**config.mk**
```make
export PLATFORM = sky130hd
export DESIGN_NAME = max_heap_store_with_sort
export DESIGN_NICKNAME = d
export VERILOG_FILES = /design/src/rtl/core/mhs_pkg.sv /design/src/rtl/core/max_heap_store_with_sort.sv
export SDC_FILE = /design/constraint.sdc
export NUM_CORES = 2
export LEC_CHECK = 0
export ABC_AREA = 1
export BUFFER_PORTS_ARGS = -buffer_cell sky130_fd_sc_hd__buf_2
export CELL_PAD_IN_SITES_DETAIL_PLACEMENT = 1
export CELL_PAD_IN_SITES_GLOBAL_PLACEMENT = 1
export CORE_ASPECT_RATIO = 2
export CORE_MARGIN = 2
export CORE_UTILIZATION = 45
export DETAILED_ROUTE_END_ITERATION = 8
export PLACE_DENSITY_LB_ADDON = 0.08
export SLEW_MARGIN = 10
export SYNTH_ARGS = -nofsm -noshare
export SYNTH_HDL_FRONTEND = slang
export SYNTH_SLANG_ARGS = --single-unit
```
**constraint.sdc**
```tcl
create_clock -name clk_i -period 6.1 [get_ports clk_i]
set_clock_uncertainty 0.2 [all_clocks]
set_input_delay 0.61 -clock clk_i [delete_from_list [all_inputs] [get_ports clk_i]]
set_output_delay 0.61 -clock clk_i [all_outputs]
set_load 0.01 [all_outputs]
```
**src/rtl/core/mhs_pkg.sv**
```systemverilog
// Package for the heap store: action and status codes, sizes.
`default_nettype none
package mhs_pkg;
  localparam int unsigned DefDepth     = 32;
  localparam int unsigned DefWordWidth = 32;

  typedef enum logic [2:0] {
    ACT_LOAD  = 3'd0,
    ACT_PUSH  = 3'd1,
    ACT_POP   = 3'd2,
    ACT_BUILD = 3'd3,
    ACT_SORT  = 3'd4,
    ACT_CHECK = 3'd5,
    ACT_READ  = 3'd6,
    ACT_CLEAR = 3'd7
  } action_e;

  typedef enum logic [1:0] {
    ST_OK    = 2'd0,
    ST_EMPTY = 2'd1,
    ST_FULL  = 2'd2,
    ST_RANGE = 2'd3
  } status_e;
endpackage
`default_nettype wire

```
**src/rtl/core/max_heap_store_with_sort.sv**
```systemverilog
// Binary max-heap store with build, pop, heapsort and check over one memory.
// Load, clear, small-store check and errors go straight to S_OUT; read goes via S_RD. Build
// runs one outer step per parent and a sift-down per level (read i, left, right, compare,
// write where a child moves up); push runs one pass, pop first moves the last entry to
// the root, sort adds N-1 root swaps, each sifted down. Check walks each parent. The next
// item is taken only once the result has left. Reset clears count and control, not memory.
`default_nettype none
module max_heap_store_with_sort
  import mhs_pkg::*;
#(
  parameter int unsigned DEPTH      = DefDepth,
  parameter int unsigned WORD_WIDTH = DefWordWidth
) (
  input  wire logic        clk_i,
  input  wire logic        rst_ni,
  input  wire logic        s_axis_tvalid,
  output logic             s_axis_tready,
  // tdata: action[2:0], value[34:3], position[39:35]
  input  wire logic [39:0] s_axis_tdata,
  output logic             m_axis_tvalid,
  input  wire logic        m_axis_tready,
  // tdata: data[31:0], heap_ok[32], occupancy[38:33], status[40:39], zero [47:41]
  output logic [47:0]      m_axis_tdata
);
  localparam int unsigned AW = (DEPTH > 1) ? $clog2(DEPTH) : 1;
  localparam int unsigned CW = $clog2(DEPTH + 1);
  localparam int unsigned IW = CW + 1; // room for 2i+2

  typedef enum logic [3:0] {
    S_IDLE, S_BUILD, S_SD_RDI, S_SD_RDL, S_SD_RDR, S_SD_CMP, S_SD_WR,
    S_SWAP_RD0, S_SWAP_RDL, S_SWAP_WR, S_SWAP_END, S_CHK, S_POP_RD, S_POP_WR, S_RD, S_OUT
  } state_e;

  state_e                 state_q;
  logic [WORD_WIDTH-1:0]  mem [DEPTH];
  logic [WORD_WIDTH-1:0]  rdata_q;
  logic [CW-1:0]          cnt_q, len_q;
  logic [IW-1:0]          bi_q;     // build / check outer index
  logic [IW-1:0]          i_q, big_q;
  logic [WORD_WIDTH-1:0]  vi_q, vbig_q;
  logic [1:0]             chk_ph_q;
  logic                   sorting_q, in_sort_q, ok_q;
  logic [31:0]            data_q;
  logic [1:0]             status_q;

  logic [IW-1:0] li, ri;
  assign li = {i_q[IW-2:0], 1'b1};
  assign ri = {i_q[IW-2:0], 1'b0} + IW'(2);

  // Memory port, driven from the state machine.
  logic               we, re;
  logic [AW-1:0]      waddr, raddr;
  logic [WORD_WIDTH-1:0] wdata;
  always_ff @(posedge clk_i) begin
    if (we) mem[waddr] <= wdata;
    if (re) rdata_q <= mem[raddr];
  end

  action_e act;
  assign act = action_e'(s_axis_tdata[2:0]);
  assign s_axis_tready = (state_q == S_IDLE) && !m_axis_tvalid;

  // Sign-extend or trim the 32-bit value to the stored word.
  logic [WORD_WIDTH-1:0] in_word;
  assign in_word = WORD_WIDTH'($signed(s_axis_tdata[34:3]));

  always_comb begin
    we = 1'b0; re = 1'b0; waddr = '0; raddr = '0; wdata = '0;
    case (state_q)
      S_IDLE: begin
        if (s_axis_tvalid && s_axis_tready) begin
          if ((act == ACT_LOAD || act == ACT_PUSH) && cnt_q < CW'(DEPTH)) begin
            we = 1'b1; waddr = cnt_q[AW-1:0]; wdata = in_word;
          end
          re = 1'b1;
          raddr = (act == ACT_READ) ? AW'(s_axis_tdata[39:35]) : '0;
        end
      end
      S_SD_RDI:  begin re = 1'b1; raddr = i_q[AW-1:0]; end
      S_SD_RDL:  begin re = 1'b1; raddr = li[AW-1:0]; end
      S_SD_RDR:  begin re = 1'b1; raddr = ri[AW-1:0]; end
      S_SD_WR:   begin we = 1'b1; waddr = big_q[AW-1:0]; wdata = vi_q; end
      S_SD_CMP:  begin
        if (big_q != i_q) begin we = 1'b1; waddr = i_q[AW-1:0]; wdata = vbig_q; end
      end
      S_SWAP_RD0: begin re = 1'b1; raddr = '0; end
      S_SWAP_RDL: begin re = 1'b1; raddr = AW'(len_q - CW'(1)); end
      S_SWAP_WR:  begin we = 1'b1; waddr = '0; wdata = rdata_q; end
      S_SWAP_END: begin we = 1'b1; waddr = AW'(len_q - CW'(1)); wdata = vi_q; end
      S_POP_RD:   begin re = 1'b1; raddr = AW'(cnt_q - CW'(1)); end
      S_POP_WR:   begin we = 1'b1; waddr = '0; wdata = rdata_q; end
      S_CHK: begin
        re = 1'b1;
        case (chk_ph_q)
          2'd0: raddr = bi_q[AW-1:0];
          2'd1: raddr = AW'({bi_q[IW-2:0], 1'b1});
          default: raddr = AW'({bi_q[IW-2:0], 1'b0} + IW'(2));
        endcase
      end
      default: ;
    endcase
  end

  always_ff @(posedge clk_i or negedge rst_ni) begin
    if (!rst_ni) begin
      state_q <= S_IDLE; cnt_q <= '0; m_axis_tvalid <= 1'b0;
      len_q <= '0; bi_q <= '0; i_q <= '0; big_q <= '0; chk_ph_q <= '0;
      sorting_q <= 1'b0; in_sort_q <= 1'b0; ok_q <= 1'b0;
      data_q <= '0; status_q <= ST_OK; vi_q <= '0; vbig_q <= '0;
    end else begin
      if (m_axis_tvalid && m_axis_tready) m_axis_tvalid <= 1'b0;
      case (state_q)
        S_IDLE: begin
          if (s_axis_tvalid && s_axis_tready) begin
            data_q <= '0; ok_q <= 1'b0; status_q <= ST_OK;
            sorting_q <= 1'b0; in_sort_q <= 1'b0;
            bi_q <= IW'(cnt_q >> 1); len_q <= cnt_q;
            state_q <= S_OUT;
            case (act)
              ACT_LOAD, ACT_PUSH: begin
                if (cnt_q >= CW'(DEPTH)) status_q <= ST_FULL;
                else begin
                  cnt_q <= cnt_q + CW'(1);
                  len_q <= cnt_q + CW'(1);
                  bi_q <= IW'((cnt_q + CW'(1)) >> 1);
                  if (act == ACT_PUSH) state_q <= S_BUILD;
                end
              end
              ACT_POP: begin
                if (cnt_q == '0) status_q <= ST_EMPTY;
                else state_q <= S_POP_RD;
              end
              ACT_BUILD: state_q <= S_BUILD;
              ACT_SORT: begin sorting_q <= 1'b1; state_q <= S_BUILD; end
              ACT_CHECK: begin
                ok_q <= 1'b1; bi_q <= '0; chk_ph_q <= '0;
                state_q <= (cnt_q < CW'(2)) ? S_OUT : S_CHK;
              end
              ACT_READ: begin
                if (CW'(s_axis_tdata[39:35]) >= cnt_q ||
                    32'(s_axis_tdata[39:35]) >= DEPTH) status_q <= ST_RANGE;
                else state_q <= S_RD;
              end
              default: cnt_q <= '0;
            endcase
          end
        end
        S_RD: begin
          data_q <= 32'($signed(rdata_q)); state_q <= S_OUT;
        end
        S_POP_RD: begin
          // rdata_q holds the front entry here
          data_q <= 32'($signed(rdata_q)); state_q <= S_POP_WR;
        end
        S_POP_WR: begin
          cnt_q <= cnt_q - CW'(1);
          len_q <= cnt_q - CW'(1);
          bi_q <= IW'((cnt_q - CW'(1)) >> 1);
          state_q <= S_BUILD;
        end
        S_BUILD: begin
          // Advance the bottom-up pass, then the sort loop if asked.
          if (in_sort_q) begin
            if (len_q > CW'(1)) state_q <= S_SWAP_RD0;
            else begin in_sort_q <= 1'b0; state_q <= S_OUT; end
          end else if (bi_q != '0) begin
            i_q <= bi_q - IW'(1); bi_q <= bi_q - IW'(1); state_q <= S_SD_RDI;
          end else if (sorting_q && cnt_q > CW'(1)) begin
            sorting_q <= 1'b0; in_sort_q <= 1'b1; len_q <= cnt_q;
            state_q <= S_SWAP_RD0;
          end else state_q <= S_OUT;
        end
        S_SWAP_RD0: state_q <= S_SWAP_RDL;
        S_SWAP_RDL: begin vi_q <= rdata_q; state_q <= S_SWAP_WR; end
        S_SWAP_WR: state_q <= S_SWAP_END;
        S_SWAP_END: begin
          // old root now sits at the end; shrink and sift from the root
          i_q <= '0;
          len_q <= len_q - CW'(1);
          state_q <= S_SD_RDI;
        end
        S_SD_RDI: state_q <= S_SD_RDL;
        S_SD_RDL: begin vi_q <= rdata_q; vbig_q <= rdata_q; big_q <= i_q;
          state_q <= S_SD_RDR; end
        S_SD_RDR: begin
          if (li < IW'(len_q) && $signed(rdata_q) > $signed(vbig_q)) begin
            vbig_q <= rdata_q; big_q <= li;
          end
          state_q <= S_SD_CMP;
        end
        S_SD_CMP: begin
          if (ri < IW'(len_q) && $signed(rdata_q) > $signed(vbig_q)) begin
            vbig_q <= rdata_q; big_q <= ri; state_q <= S_SD_CMP;
            // re-evaluate write with new choice next cycle
          end else if (big_q == i_q) begin
            state_q <= S_BUILD;
          end else begin
            state_q <= S_SD_WR;
          end
        end
        S_SD_WR: begin
          // drop the parent into the child slot, continue below
          i_q <= big_q;
          state_q <= S_SD_RDI;
        end
        S_CHK: begin
          case (chk_ph_q)
            2'd0: chk_ph_q <= 2'd1;
            2'd1: begin vi_q <= rdata_q; chk_ph_q <= 2'd2; end
            2'd2: begin vbig_q <= rdata_q; chk_ph_q <= 2'd3; end
            default: begin
              if ($signed(vbig_q) > $signed(vi_q)) ok_q <= 1'b0;
              if ({bi_q[IW-2:0], 1'b0} + IW'(2) < IW'(cnt_q) &&
                  $signed(rdata_q) > $signed(vi_q)) ok_q <= 1'b0;
              chk_ph_q <= 2'd0;
              bi_q <= bi_q + IW'(1);
              if (bi_q + IW'(1) >= IW'(cnt_q >> 1)) state_q <= S_OUT;
            end
          endcase
        end
        S_OUT: begin m_axis_tvalid <= 1'b1; state_q <= S_IDLE; end
        default: state_q <= S_IDLE;
      endcase
    end
  end

  assign m_axis_tdata = {7'd0, status_q, 6'(cnt_q), ok_q, data_q};
endmodule
`default_nettype wire

```
==> reports/results.ini <==
[sta]
setup_viol=0
final.setup.tns_ns=0
finalCritPeriodShare=0.808
rsz0062_at_grt=false
fin_crit_ns=4.93
maxSlewViolCount=0
relSlewSlack=0.152
hold_viol_final=0
worst_pin_slew_ns=1.27
fmax_mhz=203

[grt]
grt_max_degree=196
grt_pass1_wl_mm=313
grt-ovfl-total=0
grt_pass1_vias=48100
antenna_found_initial=3
track_usage=0.317

[clock_tree]
cts.clk_slew.worst_paths_ns=0.06
clockBufferDepth=3
cts_resized=0
post_cts_buffers=0
clock_latency_ns=0.75
cts_tree=built
root_buffer=clkbuf_16
hold_buffers=3
cts_inserted_buffers=110
clock_sinks=1197
htree_levels=3

[logic_synthesis]
ys_seq_area_frac=0.600
ys_ff_latch=1197
yosysWarnings=0
synth_area_um2=58700
synthCells=6127
avgSynthCellArea_um2=9.58
synth-main-ff-cell=edfxtp_1
synthArstFlopShare=0.118
synthDistinctLibCells=49
synth_edf_count=1056

[pwr]
pwr-share-seq=0.306
clockPowerShare=0.185
comb_power_share=0.509
vdd_drop_max_uv=921
p_switching_w=0.0187
power.density_nw_per_um2=601
p_sw_frac=0.478
intPower_w=0.0204
leakage_nw=28.3

[critical_path]
critPathArrivalTime_ns=5.17
worstRegToRegCells=10
reg2reg_slack_ns=1.25
start_kind=primary input
slowest_delay_ns=1.01
crit_family=simple AND/OR/NAND/NOR gates
crit_path_end_kind=flop
cp_data_required_time_ns=6.35
slowest_stage=nor2_4
r2r-start=state_q[3]
cp_max_fo=22
r2r_end=mem[31][5]
crit_type=primary input to flop
critPathBufInv=5
crit_chain=dlygate4sd3_1 -> buf_2 -> nor2_1 -> inv_1 -> nor2_1 -> nand2_1 -> o311ai_0 -> inv_1 -> o21ai_0 -> nand2_1 -> nor2_4 -> buf_4

[placement]
dp_hpwl_mm=128
place_inst=7653
port_buffers=86
gp_congestion=0.939

[route]
wl_per_cell_um=27.0
vias_per_cell=5.82
drt-total-wl_mm=212
postRouteAntennaNets=0
drt_first_pass_iters=5
vias=45800
dr.first_iter.drc_count=3402
drc=0

[die]
pin_count=94
fp.dieW_um=259
dieArea_um2=133000
core_um2=130000
die_h_um=515
rows=187
start_util=0.453

[final_layout]
drive_gt1_frac=0.0766
layout.cells.non_filler=7862
seqCellArea_um2=35200
multi_input_area_um2=17600
final_nets=6240
nFillCells=14500
syn2layout_area_growth_pct=11.1

[hold_path]
whs_path_depth=4
hold_path_class=primary input to flop
whs_endpoint=sorting_q
min-delay-start=s_axis_tdata[1]

[flow_run]
maxCapViolCount=0

[run_status]
outcome=completed

-- kinds of logic after synthesis --
logic type / count (synthesis) / synth area share
fa+ha+maj: 129 / 0.0275
buf+inv: 1643 / 0.109
flops: 1197 / 0.600
other cells: 1 / 0.0000639
xor+xnor: 22 / 0.00328
simple gates: 2765 / 0.224
compound gates: 370 / 0.0353
-- placed cells by master, fill, tap and decap left out, types with 5 or more instances in the layout --
cell,n
o21ai_4,15
a21oi_1,96
clkbuf_1,21
inv_1,1236
clkinv_2,18
nand2_1,1049
nand3_1,970
conb_1,7
o21a_1,6
o31ai_1,7
nand4_1,574
o21ai_1,7
o21ai_2,16
o211ai_1,14
xor2_1,15
o221ai_1,5
nor3_1,14
clkbuf_16,113
nor2_4,38
xnor2_1,7
nor2_1,88
o2111ai_1,6
o21ai_0,133
nor2_2,5
clkinvlp_4,5
dfrtp_1,141
buf_12,37
buf_2,85
edfxtp_1,1056
inv_2,6
clkinv_1,28
nand2_2,7
bufinv_16,15
o22ai_1,42
buf_4,88
ha_1,129
-- area by class of cell --
| cell class | count | area share |
|---|---|---|
| Sequential cell | 1197 | 0.540 |
| Multi-Input combinational cell | 3293 | 0.270 |
| Inverter | 1251 | 0.0722 |
| Clock buffer | 134 | 0.0446 |
| Tap cell | 1701 | 0.0326 |
| Timing Repair Buffer | 214 | 0.0286 |
| Clock inverter | 69 | 0.0114 |
| Antenna cell | 3 | 0.000115 |
-- synth_stat cells, types with 14 or more instances --
library cell | n | area share
buf_2 | 123 | 0.010
dfrtp_1 | 141 | 0.060
xor2_1 | 15 | 0.0022
o21ai_0 | 164 | 0.014
nand4_1 | 574 | 0.061
ha_1 | 129 | 0.028
clkbuf_1 | 201 | 0.013
buf_1 | 47 | 0.0030
nor2_1 | 120 | 0.0077
inv_1 | 1238 | 0.079
nor3_1 | 15 | 0.0013
nand3_1 | 971 | 0.083
buf_4 | 21 | 0.0027
o22ai_1 | 42 | 0.0045
a21oi_1 | 96 | 0.0082
nand2_1 | 1054 | 0.067
o211ai_1 | 14 | 0.0018
edfxtp_1 | 1056 | 0.54
-- metrics by stage --
step | worst slack [ns] | power, W | instance area [um2] | hold WS (ns) | utilization
floorplan | 1.56 | 0.0239 | 58700 | 0.114 | -
global placement | 1.11 | 0.0316 | 61500 | 0.265 | 0.475
detailed placement | 1.07 | 0.0320 | 61500 | 0.290 | 0.475
CTS | 1.32 | 0.0393 | 65200 | 0.00509 | 0.503
global route | 0.946 | 0.0414 | 65200 | 0.0247 | 0.503
finish | 1.17 | 0.0392 | 65200 | 0.0347 | 0.503
-- worst reg2reg max path, cell delays in order, from the launching register on --
cell and delay, ns:
dfrtp_1 0.45, nor2_4 0.24, nand2_2 0.23, nor3_1 0.43, nand2_1 0.18, o311ai_0 0.42
inv_1 0.09, o21ai_0 0.28, nand2_1 0.68, nor2_4 1.01, buf_4 0.35
-- metal layers --
layer / GRT usage / wire length, um
met1: 0.360 / 79100
met2: 0.575 / 111000
met3: 0.0361 / 9610
met4: 0.178 / 12300
met5: 0 / 0
-- worst max path at each step --
stage | cells after the start | slack [ns] | startpoint | end
final | 12 | 1.17 | s_axis_tdata[2] | mem[31][5]
after global routing | 12 | 0.95 | s_axis_tdata[2] | mem[27][0]
after CTS | 13 | 1.32 | s_axis_tdata[2] | mem[27][0]
after detailed placement | 12 | 1.07 | s_axis_tdata[2] | mem[27][0]
after global placement | 11 | 1.11 | s_axis_tdata[2] | mem[27][0]
after floorplan | 10 | 1.56 | i_q[0] | mem[0][0]
-- power by group through the flow --
stage | clock [W] | combinational [W] | sequential (W)
final | 0.00724 | 0.0199 | 0.0120
after global routing | 0.00760 | 0.0218 | 0.0121
after CTS | 0.00736 | 0.0200 | 0.0120
after detailed placement | 0 | 0.0198 | 0.0121
after global placement | 0 | 0.0195 | 0.0121
after floorplan | 0 | 0.0120 | 0.0119
-- flip-flops by register name, indices dropped and copies added, names as in the netlist --
register	cells
mem	1024
data_q	32
rdata_q	32
vbig_q	32
vi_q	32
bi_q	7
big_q	7
i_q	7
cnt_q	6
len_q	6
state_q	4
chk_ph_q	2
status_q	2
in_sort_q	1
m_axis_tvalid	1
ok_q	1
sorting_q	1
Note: power is estimated with default switching activity, not from simulation.
